--- src/sv/impi_pkg.sv ---
// Shared widths, constants and stage structs for the incremental PI speed core.
`timescale 1ns / 1ps

package impi_pkg;

    // Field widths
    localparam int SPEED_W   = 16;
    localparam int ERR_W     = SPEED_W + 1;          // signed error, +-65535
    localparam int SUM_W     = ERR_W + 1;            // e + e_prev or e - e_prev
    localparam int PMAG_W    = ERR_W + SPEED_W;      // |e + e_prev| * measured

    // Correction divisor: split into a shift and a reciprocal multiply
    localparam int SPEED_DIVISOR = 34000;
    localparam int PRE_SHIFT     = 4;
    localparam int RECIP_DIV     = SPEED_DIVISOR / (1 << PRE_SHIFT);
    localparam int QIN_W         = PMAG_W - PRE_SHIFT;
    localparam int RECIP_SHIFT   = QIN_W + $clog2(RECIP_DIV);
    localparam longint unsigned RECIP_MULT =
        ((64'd1 << RECIP_SHIFT) + 64'(RECIP_DIV) - 64'd1) / 64'(RECIP_DIV);
    localparam int RM_W          = $clog2(RECIP_MULT);
    localparam int RP_W          = QIN_W + RM_W;
    localparam int QUO_W         = RP_W - RECIP_SHIFT;

    // Drive accumulator: u_prev + (e - e_prev) + correction
    localparam int ACC_W = QUO_W + 2;

    // Stream word widths
    localparam int S_TDATA_W = 2 * SPEED_W;
    localparam int M_TDATA_W = 24;

    // Reset value of the drive limit and default output queue depth
    localparam logic [SPEED_W-1:0] DRIVE_LIMIT_RESET = 16'd1000;
    localparam int OUT_DEPTH_DEFAULT = 8;

    // Product stage to reciprocal stage
    typedef struct packed {
        logic              valid;
        logic              sel;
        logic              neg;
        logic [SUM_W-1:0]  diff;   // e - e_prev, two's complement
        logic [PMAG_W-1:0] mag;    // |e + e_prev| * measured
    } prod_t;

    // Reciprocal stage to drive stage
    typedef struct packed {
        logic             valid;
        logic             sel;
        logic             neg;
        logic [SUM_W-1:0] diff;
        logic [RP_W-1:0]  qprod;   // scaled quotient, integer part on top
    } recip_t;

    // One result word
    typedef struct packed {
        logic               sel;
        logic               reverse;
        logic [SPEED_W-1:0] duty;
    } result_t;

endpackage

--- src/sv/impi_err_stage.sv ---
// Input register with per-channel error history, then the error-sum product stage.
`timescale 1ns / 1ps

module impi_err_stage (
    input  logic                         aclk,
    input  logic                         aresetn,
    input  logic                         in_valid_i,
    input  logic                         in_sel_i,
    input  logic [impi_pkg::SPEED_W-1:0] in_target_i,
    input  logic [impi_pkg::SPEED_W-1:0] in_meas_i,
    output impi_pkg::prod_t              prod_o
);
    import impi_pkg::*;

    logic signed [ERR_W-1:0] perr_reg [2];
    logic signed [ERR_W-1:0] err_in;

    logic                    a_valid_reg;
    logic                    a_sel_reg;
    logic signed [ERR_W-1:0] a_err_reg;
    logic signed [ERR_W-1:0] a_perr_reg;
    logic [SPEED_W-1:0]      a_meas_reg;

    logic signed [SUM_W-1:0] sum;
    logic signed [SUM_W-1:0] diff;
    logic [SUM_W-1:0]        smag;
    prod_t                   prod_next;
    prod_t                   prod_reg;

    // New error for the incoming word
    assign err_in = $signed({1'b0, in_target_i}) - $signed({1'b0, in_meas_i});

    // Capture the word and swap in its channel's error history
    always_ff @(posedge aclk) begin
        if (!aresetn) begin
            a_valid_reg <= 1'b0;
            perr_reg[0] <= '0;
            perr_reg[1] <= '0;
        end else begin
            a_valid_reg <= in_valid_i;
            if (in_valid_i) begin
                perr_reg[in_sel_i] <= err_in;
            end
        end
    end

    always_ff @(posedge aclk) begin
        if (in_valid_i) begin
            a_sel_reg  <= in_sel_i;
            a_err_reg  <= err_in;
            a_perr_reg <= perr_reg[in_sel_i];
            a_meas_reg <= in_meas_i;
        end
    end

    // Error sum magnitude times measured speed; sign travels separately
    always_comb begin
        sum  = $signed({a_err_reg[ERR_W-1], a_err_reg}) +
               $signed({a_perr_reg[ERR_W-1], a_perr_reg});
        diff = $signed({a_err_reg[ERR_W-1], a_err_reg}) -
               $signed({a_perr_reg[ERR_W-1], a_perr_reg});
        smag = sum[SUM_W-1] ? SUM_W'(-sum) : SUM_W'(sum);

        prod_next.valid = a_valid_reg;
        prod_next.sel   = a_sel_reg;
        prod_next.neg   = sum[SUM_W-1];
        prod_next.diff  = diff;
        prod_next.mag   = PMAG_W'(smag[ERR_W-1:0]) * PMAG_W'(a_meas_reg);
    end

    // Advance the product register; hold the payload when no word moves
    always_ff @(posedge aclk) begin
        if (!aresetn) begin
            prod_reg.valid <= 1'b0;
        end else begin
            prod_reg.valid <= prod_next.valid;
        end
        if (prod_next.valid) begin
            prod_reg.sel  <= prod_next.sel;
            prod_reg.neg  <= prod_next.neg;
            prod_reg.diff <= prod_next.diff;
            prod_reg.mag  <= prod_next.mag;
        end
    end

    assign prod_o = prod_reg;

endmodule

--- src/sv/impi_recip_stage.sv ---
// Divide-by-constant stage: shift out the power of two, multiply by the reciprocal.
`timescale 1ns / 1ps

module impi_recip_stage (
    input  logic             aclk,
    input  logic             aresetn,
    input  impi_pkg::prod_t  prod_i,
    output impi_pkg::recip_t recip_o
);
    import impi_pkg::*;

    logic [QIN_W-1:0] qin;
    recip_t           recip_next;
    recip_t           recip_reg;

    // Quotient = (mag >> PRE_SHIFT) * RECIP_MULT >> RECIP_SHIFT, exact for this range
    always_comb begin
        qin              = prod_i.mag[PMAG_W-1:PRE_SHIFT];
        recip_next.valid = prod_i.valid;
        recip_next.sel   = prod_i.sel;
        recip_next.neg   = prod_i.neg;
        recip_next.diff  = prod_i.diff;
        recip_next.qprod = RP_W'(qin) * RP_W'(RECIP_MULT);
    end

    // Advance the reciprocal register; hold the payload when no word moves
    always_ff @(posedge aclk) begin
        if (!aresetn) begin
            recip_reg.valid <= 1'b0;
        end else begin
            recip_reg.valid <= recip_next.valid;
        end
        if (recip_next.valid) begin
            recip_reg.sel   <= recip_next.sel;
            recip_reg.neg   <= recip_next.neg;
            recip_reg.diff  <= recip_next.diff;
            recip_reg.qprod <= recip_next.qprod;
        end
    end

    assign recip_o = recip_reg;

endmodule

--- src/sv/impi_drive_stage.sv ---
// Drive accumulate, clamp and per-channel drive history; forms the result word.
`timescale 1ns / 1ps

module impi_drive_stage (
    input  logic                         aclk,
    input  logic                         aresetn,
    input  impi_pkg::recip_t             recip_i,
    input  logic [impi_pkg::SPEED_W-1:0] limit_i,
    output logic                         res_valid_o,
    output impi_pkg::result_t            res_o
);
    import impi_pkg::*;

    logic signed [ERR_W-1:0] drive_reg [2];

    logic [QUO_W-1:0]        quo;
    logic signed [ACC_W-1:0] diff_x;
    logic signed [ACC_W-1:0] quo_x;
    logic signed [ACC_W-1:0] up_x;
    logic signed [ACC_W-1:0] lim_pos;
    logic signed [ACC_W-1:0] lim_neg;
    logic signed [ACC_W-1:0] acc;
    logic signed [ACC_W-1:0] clamped;
    logic [ACC_W-1:0]        cmag;

    // u = u_prev + (e - e_prev) +/- quotient, clamped to the limit
    always_comb begin
        quo     = recip_i.qprod[RP_W-1:RECIP_SHIFT];
        diff_x  = $signed({{(ACC_W-SUM_W){recip_i.diff[SUM_W-1]}}, recip_i.diff});
        quo_x   = $signed({{(ACC_W-QUO_W){1'b0}}, quo});
        up_x    = $signed({{(ACC_W-ERR_W){drive_reg[recip_i.sel][ERR_W-1]}},
                           drive_reg[recip_i.sel]});
        lim_pos = $signed({{(ACC_W-SPEED_W){1'b0}}, limit_i});
        lim_neg = -lim_pos;
        acc     = up_x + (recip_i.neg ? (diff_x - quo_x) : (diff_x + quo_x));

        if (acc > lim_pos) begin
            clamped = lim_pos;
        end else if (acc < lim_neg) begin
            clamped = lim_neg;
        end else begin
            clamped = acc;
        end

        cmag = clamped[ACC_W-1] ? ACC_W'(-clamped) : ACC_W'(clamped);
    end

    // Store the clamped drive as the channel's history
    always_ff @(posedge aclk) begin
        if (!aresetn) begin
            drive_reg[0] <= '0;
            drive_reg[1] <= '0;
        end else if (recip_i.valid) begin
            drive_reg[recip_i.sel] <= clamped[ERR_W-1:0];
        end
    end

    assign res_valid_o   = recip_i.valid;
    assign res_o.sel     = recip_i.sel;
    assign res_o.reverse = clamped[ACC_W-1];
    assign res_o.duty    = cmag[SPEED_W-1:0];

    // Clamp must keep the duty within the limit
    a_duty_in_limit: assert property (@(posedge aclk) disable iff (!aresetn)
        recip_i.valid |-> res_o.duty <= limit_i)
        else $error("duty above drive limit");

    // The stored drive of the updated channel stays within the limit
    a_history_in_limit: assert property (@(posedge aclk) disable iff (!aresetn)
        recip_i.valid |=> (drive_reg[$past(recip_i.sel)] <=
                               $signed({1'b0, $past(limit_i)}))
                          && (drive_reg[$past(recip_i.sel)] >=
                               -$signed({1'b0, $past(limit_i)})))
        else $error("stored drive outside limit");

endmodule

--- src/sv/impi_out_fifo.sv ---
// Result word queue between the pipeline and the master stream port.
`timescale 1ns / 1ps

module impi_out_fifo #(
    parameter int Depth = impi_pkg::OUT_DEPTH_DEFAULT
) (
    input  logic              aclk,
    input  logic              aresetn,
    input  logic              wr_en_i,
    input  impi_pkg::result_t wr_data_i,
    output logic              rd_valid_o,
    input  logic              rd_ready_i,
    output impi_pkg::result_t rd_data_o
);
    import impi_pkg::*;

    localparam int PTR_W = $clog2(Depth);
    localparam int CNT_W = $clog2(Depth + 1);

    result_t          mem [Depth];
    logic [PTR_W-1:0] wr_ptr_reg;
    logic [PTR_W-1:0] rd_ptr_reg;
    logic [CNT_W-1:0] count_reg;
    logic             rd_en;

    assign rd_valid_o = (count_reg != '0);
    assign rd_en      = rd_valid_o && rd_ready_i;
    assign rd_data_o  = mem[rd_ptr_reg];

    // Store incoming words
    always_ff @(posedge aclk) begin
        if (wr_en_i) begin
            mem[wr_ptr_reg] <= wr_data_i;
        end
    end

    // Advance pointers and occupancy
    always_ff @(posedge aclk) begin
        if (!aresetn) begin
            wr_ptr_reg <= '0;
            rd_ptr_reg <= '0;
            count_reg  <= '0;
        end else begin
            if (wr_en_i) begin
                wr_ptr_reg <= (wr_ptr_reg == PTR_W'(Depth - 1)) ? '0 : wr_ptr_reg + 1'b1;
            end
            if (rd_en) begin
                rd_ptr_reg <= (rd_ptr_reg == PTR_W'(Depth - 1)) ? '0 : rd_ptr_reg + 1'b1;
            end
            case ({wr_en_i, rd_en})
                2'b10:   count_reg <= count_reg + 1'b1;
                2'b01:   count_reg <= count_reg - 1'b1;
                default: count_reg <= count_reg;
            endcase
        end
    end

    a_no_overflow: assert property (@(posedge aclk) disable iff (!aresetn)
        wr_en_i |-> count_reg < CNT_W'(Depth))
        else $error("result queue overflow");

    a_empty_ptrs: assert property (@(posedge aclk) disable iff (!aresetn)
        count_reg == '0 |-> rd_ptr_reg == wr_ptr_reg)
        else $error("empty queue with unequal pointers");

endmodule

--- src/sv/incremental_pi_motor_speed_core.sv ---
// Top level of the two-channel incremental PI motor speed regulator.
`timescale 1ns / 1ps

// Two-channel velocity-form PI speed regulator.
// Slave stream: one word per speed sample; tuser picks the motor (0 left,
// 1 right), tdata carries target speed [15:0] and measured speed [31:16].
// Master stream: one word per sample; tuser echoes the motor, tdata carries
// the PWM compare value [15:0] and the reverse flag [16].
// cfg_we writes cfg_wdata into the drive limit; change it only while idle.
// Each channel keeps its last error and last clamped drive; the update is
// u = u_prev + e - e_prev + ((e + e_prev) * measured) / 34000, clamped.
// Path: a word accepted on the slave side passes the input register, the
// product register and the reciprocal register, then the clamped result is
// written into the output queue, from which it shows on the master side.
// Throughput: one word per cycle while s_tready is high; the error and drive
// histories close within their stages, so back-to-back words of one motor are fine.
// s_tready drops only when OUT_DEPTH words are in flight or queued; with a
// stalled receiver the queue fills and the input side stops after OUT_DEPTH.
// Reset (aresetn low, synchronous) clears both channel histories, empties
// the pipeline and queue and sets the drive limit to 1000.
module incremental_pi_motor_speed_core #(
    parameter int OUT_DEPTH = impi_pkg::OUT_DEPTH_DEFAULT
) (
    input  logic                           aclk,
    input  logic                           aresetn,
    // Slave stream
    input  logic                           s_tvalid,
    output logic                           s_tready,
    input  logic [impi_pkg::S_TDATA_W-1:0] s_tdata,   // target_speed, measured_speed
    input  logic                           s_tuser,   // motor_select
    // Master stream
    output logic                           m_tvalid,
    input  logic                           m_tready,
    output logic [impi_pkg::M_TDATA_W-1:0] m_tdata,   // duty_compare, reverse, zero fill
    output logic                           m_tuser,   // motor_echo
    // Drive limit register
    input  logic                           cfg_we,
    input  logic [impi_pkg::SPEED_W-1:0]   cfg_wdata
);
    import impi_pkg::*;

    localparam int CNT_W = $clog2(OUT_DEPTH + 1);

    logic [SPEED_W-1:0] limit_reg;
    logic [CNT_W-1:0]   inflight_reg;
    logic               s_accept;
    logic               m_accept;

    prod_t   prod;
    recip_t  recip;
    logic    res_valid;
    result_t res;
    result_t out_word;

    // Drive limit register
    always_ff @(posedge aclk) begin
        if (!aresetn) begin
            limit_reg <= DRIVE_LIMIT_RESET;
        end else if (cfg_we) begin
            limit_reg <= cfg_wdata;
        end
    end

    // Count words in the pipeline and queue; hold off input when full
    assign s_tready = (inflight_reg < CNT_W'(OUT_DEPTH));
    assign s_accept = s_tvalid && s_tready;
    assign m_accept = m_tvalid && m_tready;

    always_ff @(posedge aclk) begin
        if (!aresetn) begin
            inflight_reg <= '0;
        end else begin
            case ({s_accept, m_accept})
                2'b10:   inflight_reg <= inflight_reg + 1'b1;
                2'b01:   inflight_reg <= inflight_reg - 1'b1;
                default: inflight_reg <= inflight_reg;
            endcase
        end
    end

    impi_err_stage u_err_stage (
        .aclk        (aclk),
        .aresetn     (aresetn),
        .in_valid_i  (s_accept),
        .in_sel_i    (s_tuser),
        .in_target_i (s_tdata[SPEED_W-1:0]),
        .in_meas_i   (s_tdata[2*SPEED_W-1:SPEED_W]),
        .prod_o      (prod)
    );

    impi_recip_stage u_recip_stage (
        .aclk    (aclk),
        .aresetn (aresetn),
        .prod_i  (prod),
        .recip_o (recip)
    );

    impi_drive_stage u_drive_stage (
        .aclk        (aclk),
        .aresetn     (aresetn),
        .recip_i     (recip),
        .limit_i     (limit_reg),
        .res_valid_o (res_valid),
        .res_o       (res)
    );

    impi_out_fifo #(
        .Depth (OUT_DEPTH)
    ) u_out_fifo (
        .aclk       (aclk),
        .aresetn    (aresetn),
        .wr_en_i    (res_valid),
        .wr_data_i  (res),
        .rd_valid_o (m_tvalid),
        .rd_ready_i (m_tready),
        .rd_data_o  (out_word)
    );

    // Pack the master word
    assign m_tdata = {{(M_TDATA_W-SPEED_W-1){1'b0}}, out_word.reverse, out_word.duty};
    assign m_tuser = out_word.sel;

    a_inflight_bound: assert property (@(posedge aclk) disable iff (!aresetn)
        inflight_reg <= CNT_W'(OUT_DEPTH))
        else $error("in-flight count above queue depth");

    a_valid_needs_word: assert property (@(posedge aclk) disable iff (!aresetn)
        m_tvalid |-> inflight_reg != '0)
        else $error("output valid with nothing in flight");

endmodule

--- config.mk ---
export PLATFORM = sky130hd
export DESIGN_NAME = incremental_pi_motor_speed_core
export DESIGN_NICKNAME = d
export VERILOG_FILES = /design/src/sv/impi_pkg.sv /design/src/sv/impi_err_stage.sv /design/src/sv/impi_recip_stage.sv /design/src/sv/impi_drive_stage.sv /design/src/sv/impi_out_fifo.sv /design/src/sv/incremental_pi_motor_speed_core.sv
export SDC_FILE = /design/constraint.sdc
export NUM_CORES = 2
export LEC_CHECK = 0
export BUFFER_PORTS_ARGS = -buffer_cell sky130_fd_sc_hd__buf_2
export CORE_UTILIZATION = 44
export CTS_BUF_LIST = sky130_fd_sc_hd__clkbuf_4
export CTS_CLUSTER_SIZE = 25
export DETAILED_ROUTE_END_ITERATION = 10
export SYNTH_ARGS = -nofsm -noshare
export SYNTH_HDL_FRONTEND = slang
export SYNTH_SLANG_ARGS = --single-unit
--- constraint.sdc ---
create_clock -name aclk -period 21.1 [get_ports aclk]
set_clock_uncertainty 0.05 [all_clocks]
set_input_delay 4.22 -clock aclk [delete_from_list [all_inputs] [get_ports aclk]]
set_output_delay 4.22 -clock aclk [all_outputs]
set_load 0.01 [all_outputs]
==> metrics.md <==
| Metric | Value |
|---|---|
| Outcome | `complete, no violations` |
| Number of I/O pins | `81` |
| Critical Path RT | `21.67 ns` |
| Gr ovfl total | `0` |
| Post-synth EDFFs | `350` |
| Largest cells by area after synthesis | `fa_1 (26%), edfxtp_1 (24%), ha_1 (16%)` |
| Max_slew headroom | `24.8%` |
| CP Capture Type | `register` |
| Initial Util | `44.6%` |
| Top-area cell type share of the netlist area | `26.0%` |
| Most frequent CP cell | `fa_1` |
| RSZ-0062 raised after global routing | `false` |
| Via count | `27900` |
| Max Cap Viol | `0` |
| Max FFs per register | `144` |
| Wirelength per Cell | `17.6 um` |
| Setup_tns | `0 ns` |
| Hold Fails Final Rpt | `0` |
| CTS resizes | `0` |
| Slew @ Worst Pin | `1.13 ns` |
| Hold-fix buffers, CTS | `0` |
| Yosys warning total | `0` |
| RePlAce Congestion | `0.904` |
| Critical-path cell with the highest stage delay | `or4b_2` |
| HPWL after DPL | `78900 um` |
| Post-synth top cells | `inv_1 (867), ha_1 (567), fa_1 (562), edfxtp_1 (350), nand2_1 (239)` |
| Worst hold path type | `register to register` |
| Cell Count, Final, Fillers Out | `5500` |
| Global-route wire length before repair | `156000 um` |
| Total CTS buffers | `102` |
| Sequential area share after synthesis | `26.0%` |
| Port buffer count | `73` |
| Crit start category | `register` |
| Num rows | `114` |
| Post-DRT Antenna Nets | `0` |
| Routing usage on met1 | `28.5%` |
| Final #Nets | `5326` |
| Biggest register | `u_out_fifo.mem` |
| Die Span X | `316 um` |
| M2 GR Usage | `32.8%` |
| Initial antenna violation count | `3` |
| FMAX | `96.8 MHz` |
| Fill cells | `8995` |
| Drt initial violations | `1408` |
| GR Util All Layers | `20.1%` |
| CTS H-Tree Depth | `3` |
| Share of cells above drive strength 1 | `9.57%` |
| Synth Register Bits | `387` |
| Clk sink count | `387` |
| Routed wire length | `97000 um` |
| Largest delay share family, worst path | `adder cells` |
| Crit path kind | `register to register` |
| Netlist Area Pre-Place | `0.0433 mm^2` |
| Crit path largest cell delay | `0.63 ns` |
| Clock Path Buffers | `3` |
| DP Cell Count | `5315` |
| Most Used Layer, Global Route | `met2` |
| Synth async-reset ratio | `0%` |
| Clock Latency Late Sink | `0.91 ns` |
| Largest area contributor in the netlist | `fa_1` |
| Fin crit period | `10.33 ns` |
| Register clock-pin slew on the reported worst setup and hold paths | `0.06 ns` |
| Worst path arrival time | `10.90 ns` |
| Met3 Track Usage GR | `2.66%` |
| Tcrit/Tclk final | `48.9%` |
| # Post-CTS Setup Buffers | `0` |
| Syn avg cell area | `10.8 um^2` |
| Endpoints failing setup | `0` |
| Count leader, synth | `inv_1` |
| Buf/Inv on CP | `4` |
| Core area | `0.0971 mm^2` |
| Pre-antenna DRT Iters | `7` |
| Die Y | `316 um` |
| Largest net degree at the start of global routing | `54` |
| Worst-path maximum fanout | `6` |
| Vias in the first global route | `28900` |
| Synth cell types | `81` |
| Fin. max-slew vios | `0` |
| Vias per inst | `5.08` |
| # DRC | `0` |
| Dominant synthesized flop cell | `edfxtp_1` |
| Area Growth Syn to Fin | `7.36%` |
| Mapped Cells | `4023` |
| Die area | `0.0998 mm^2` |
| CTS tree | `yes` |
| Root buf cell | `clkbuf_4` |
==> per-stage QoR <==
stage                     util, %  hold WS [ns]  area, um^2  worst slack, ns
after global placement       46.5         0.354       45200            11.00
after CTS                    47.9         0.347       46500            10.82
after floorplan                 -         0.350       43400            11.84
after detailed placement     46.5         0.356       45200            10.86
after global routing         47.9         0.360       46500            10.05
final                        47.9         0.360       46500            10.77
==> worst paths after layout <==
check                                                from                        end  slack, ns  depth (start not counted)
worst max-delay path            u_err_stage.a_perr_reg[0]     u_err_stage.prod_o[29]      10.77                         35
worst min-delay path               u_err_stage.prod_o[42]  u_recip_stage.recip_o[68]       0.36                          0
worst max register to register  u_err_stage.a_perr_reg[0]     u_err_stage.prod_o[29]      10.77                         35
worst min register to register     u_err_stage.prod_o[42]  u_recip_stage.recip_o[68]       0.36                          0
==> area by class of cell <==
class | count | area [um^2] | share of cell area, %
Multi-Input combinational cell | 2678 | 28500 | 61.2
Sequential cell | 387 | 11300 | 24.2
Inverter | 868 | 3260 | 7.00
Tap cell | 1276 | 1600 | 3.43
Clock buffer | 147 | 1100 | 2.37
Timing Repair Buffer | 106 | 613 | 1.32
Clock inverter | 34 | 203 | 0.436
Antenna cell | 4 | 10.0 | 0.0215
==> per-layer routing <==
layer | vias to the layer above | part of all wire [%]
met5 | - | 0.013
met4 | 2 | 1.8
met3 | 116 | 4.0
met2 | 541 | 47
met1 | 13900 | 47
li1 | 13400 | -
==> cells in the final DEF (no fill, tap or decap), types with 47 or more instances in the layout <==
cell      synthesis  layout
inv_1           867     867
ha_1            567     567
fa_1            562     562
edfxtp_1        350     350
nand2_1         239     239
nor2_1          174     168
clkbuf_4          0     147
a21oi_1         143     143
xnor2_1         129     128
and2_1          128     128
o21ai_0          96      96
buf_2             4      73
mux2_2           60      60
nor2b_1          49      48
nor3_1           50      48
nand3_1          47      47
==> kinds of logic after synthesis <==
| kind of cell | Yosys count | share of synthesized area [%] |
|---|---|---|
| other | 1 | 0.00865 |
| AOI/OAI and AO/OA | 451 | 6.72 |
| buffers and inverters | 964 | 8.46 |
| muxes | 116 | 3.90 |
| and+or+nand+nor | 802 | 9.10 |
| xor gates and xnor gates | 173 | 3.51 |
| adders and majority gates | 1129 | 42.3 |
| DFF | 387 | 26.0 |
Power is not shown: default switching activity piles up to over one toggle a cycle in this logic, so the estimate is an artifact.
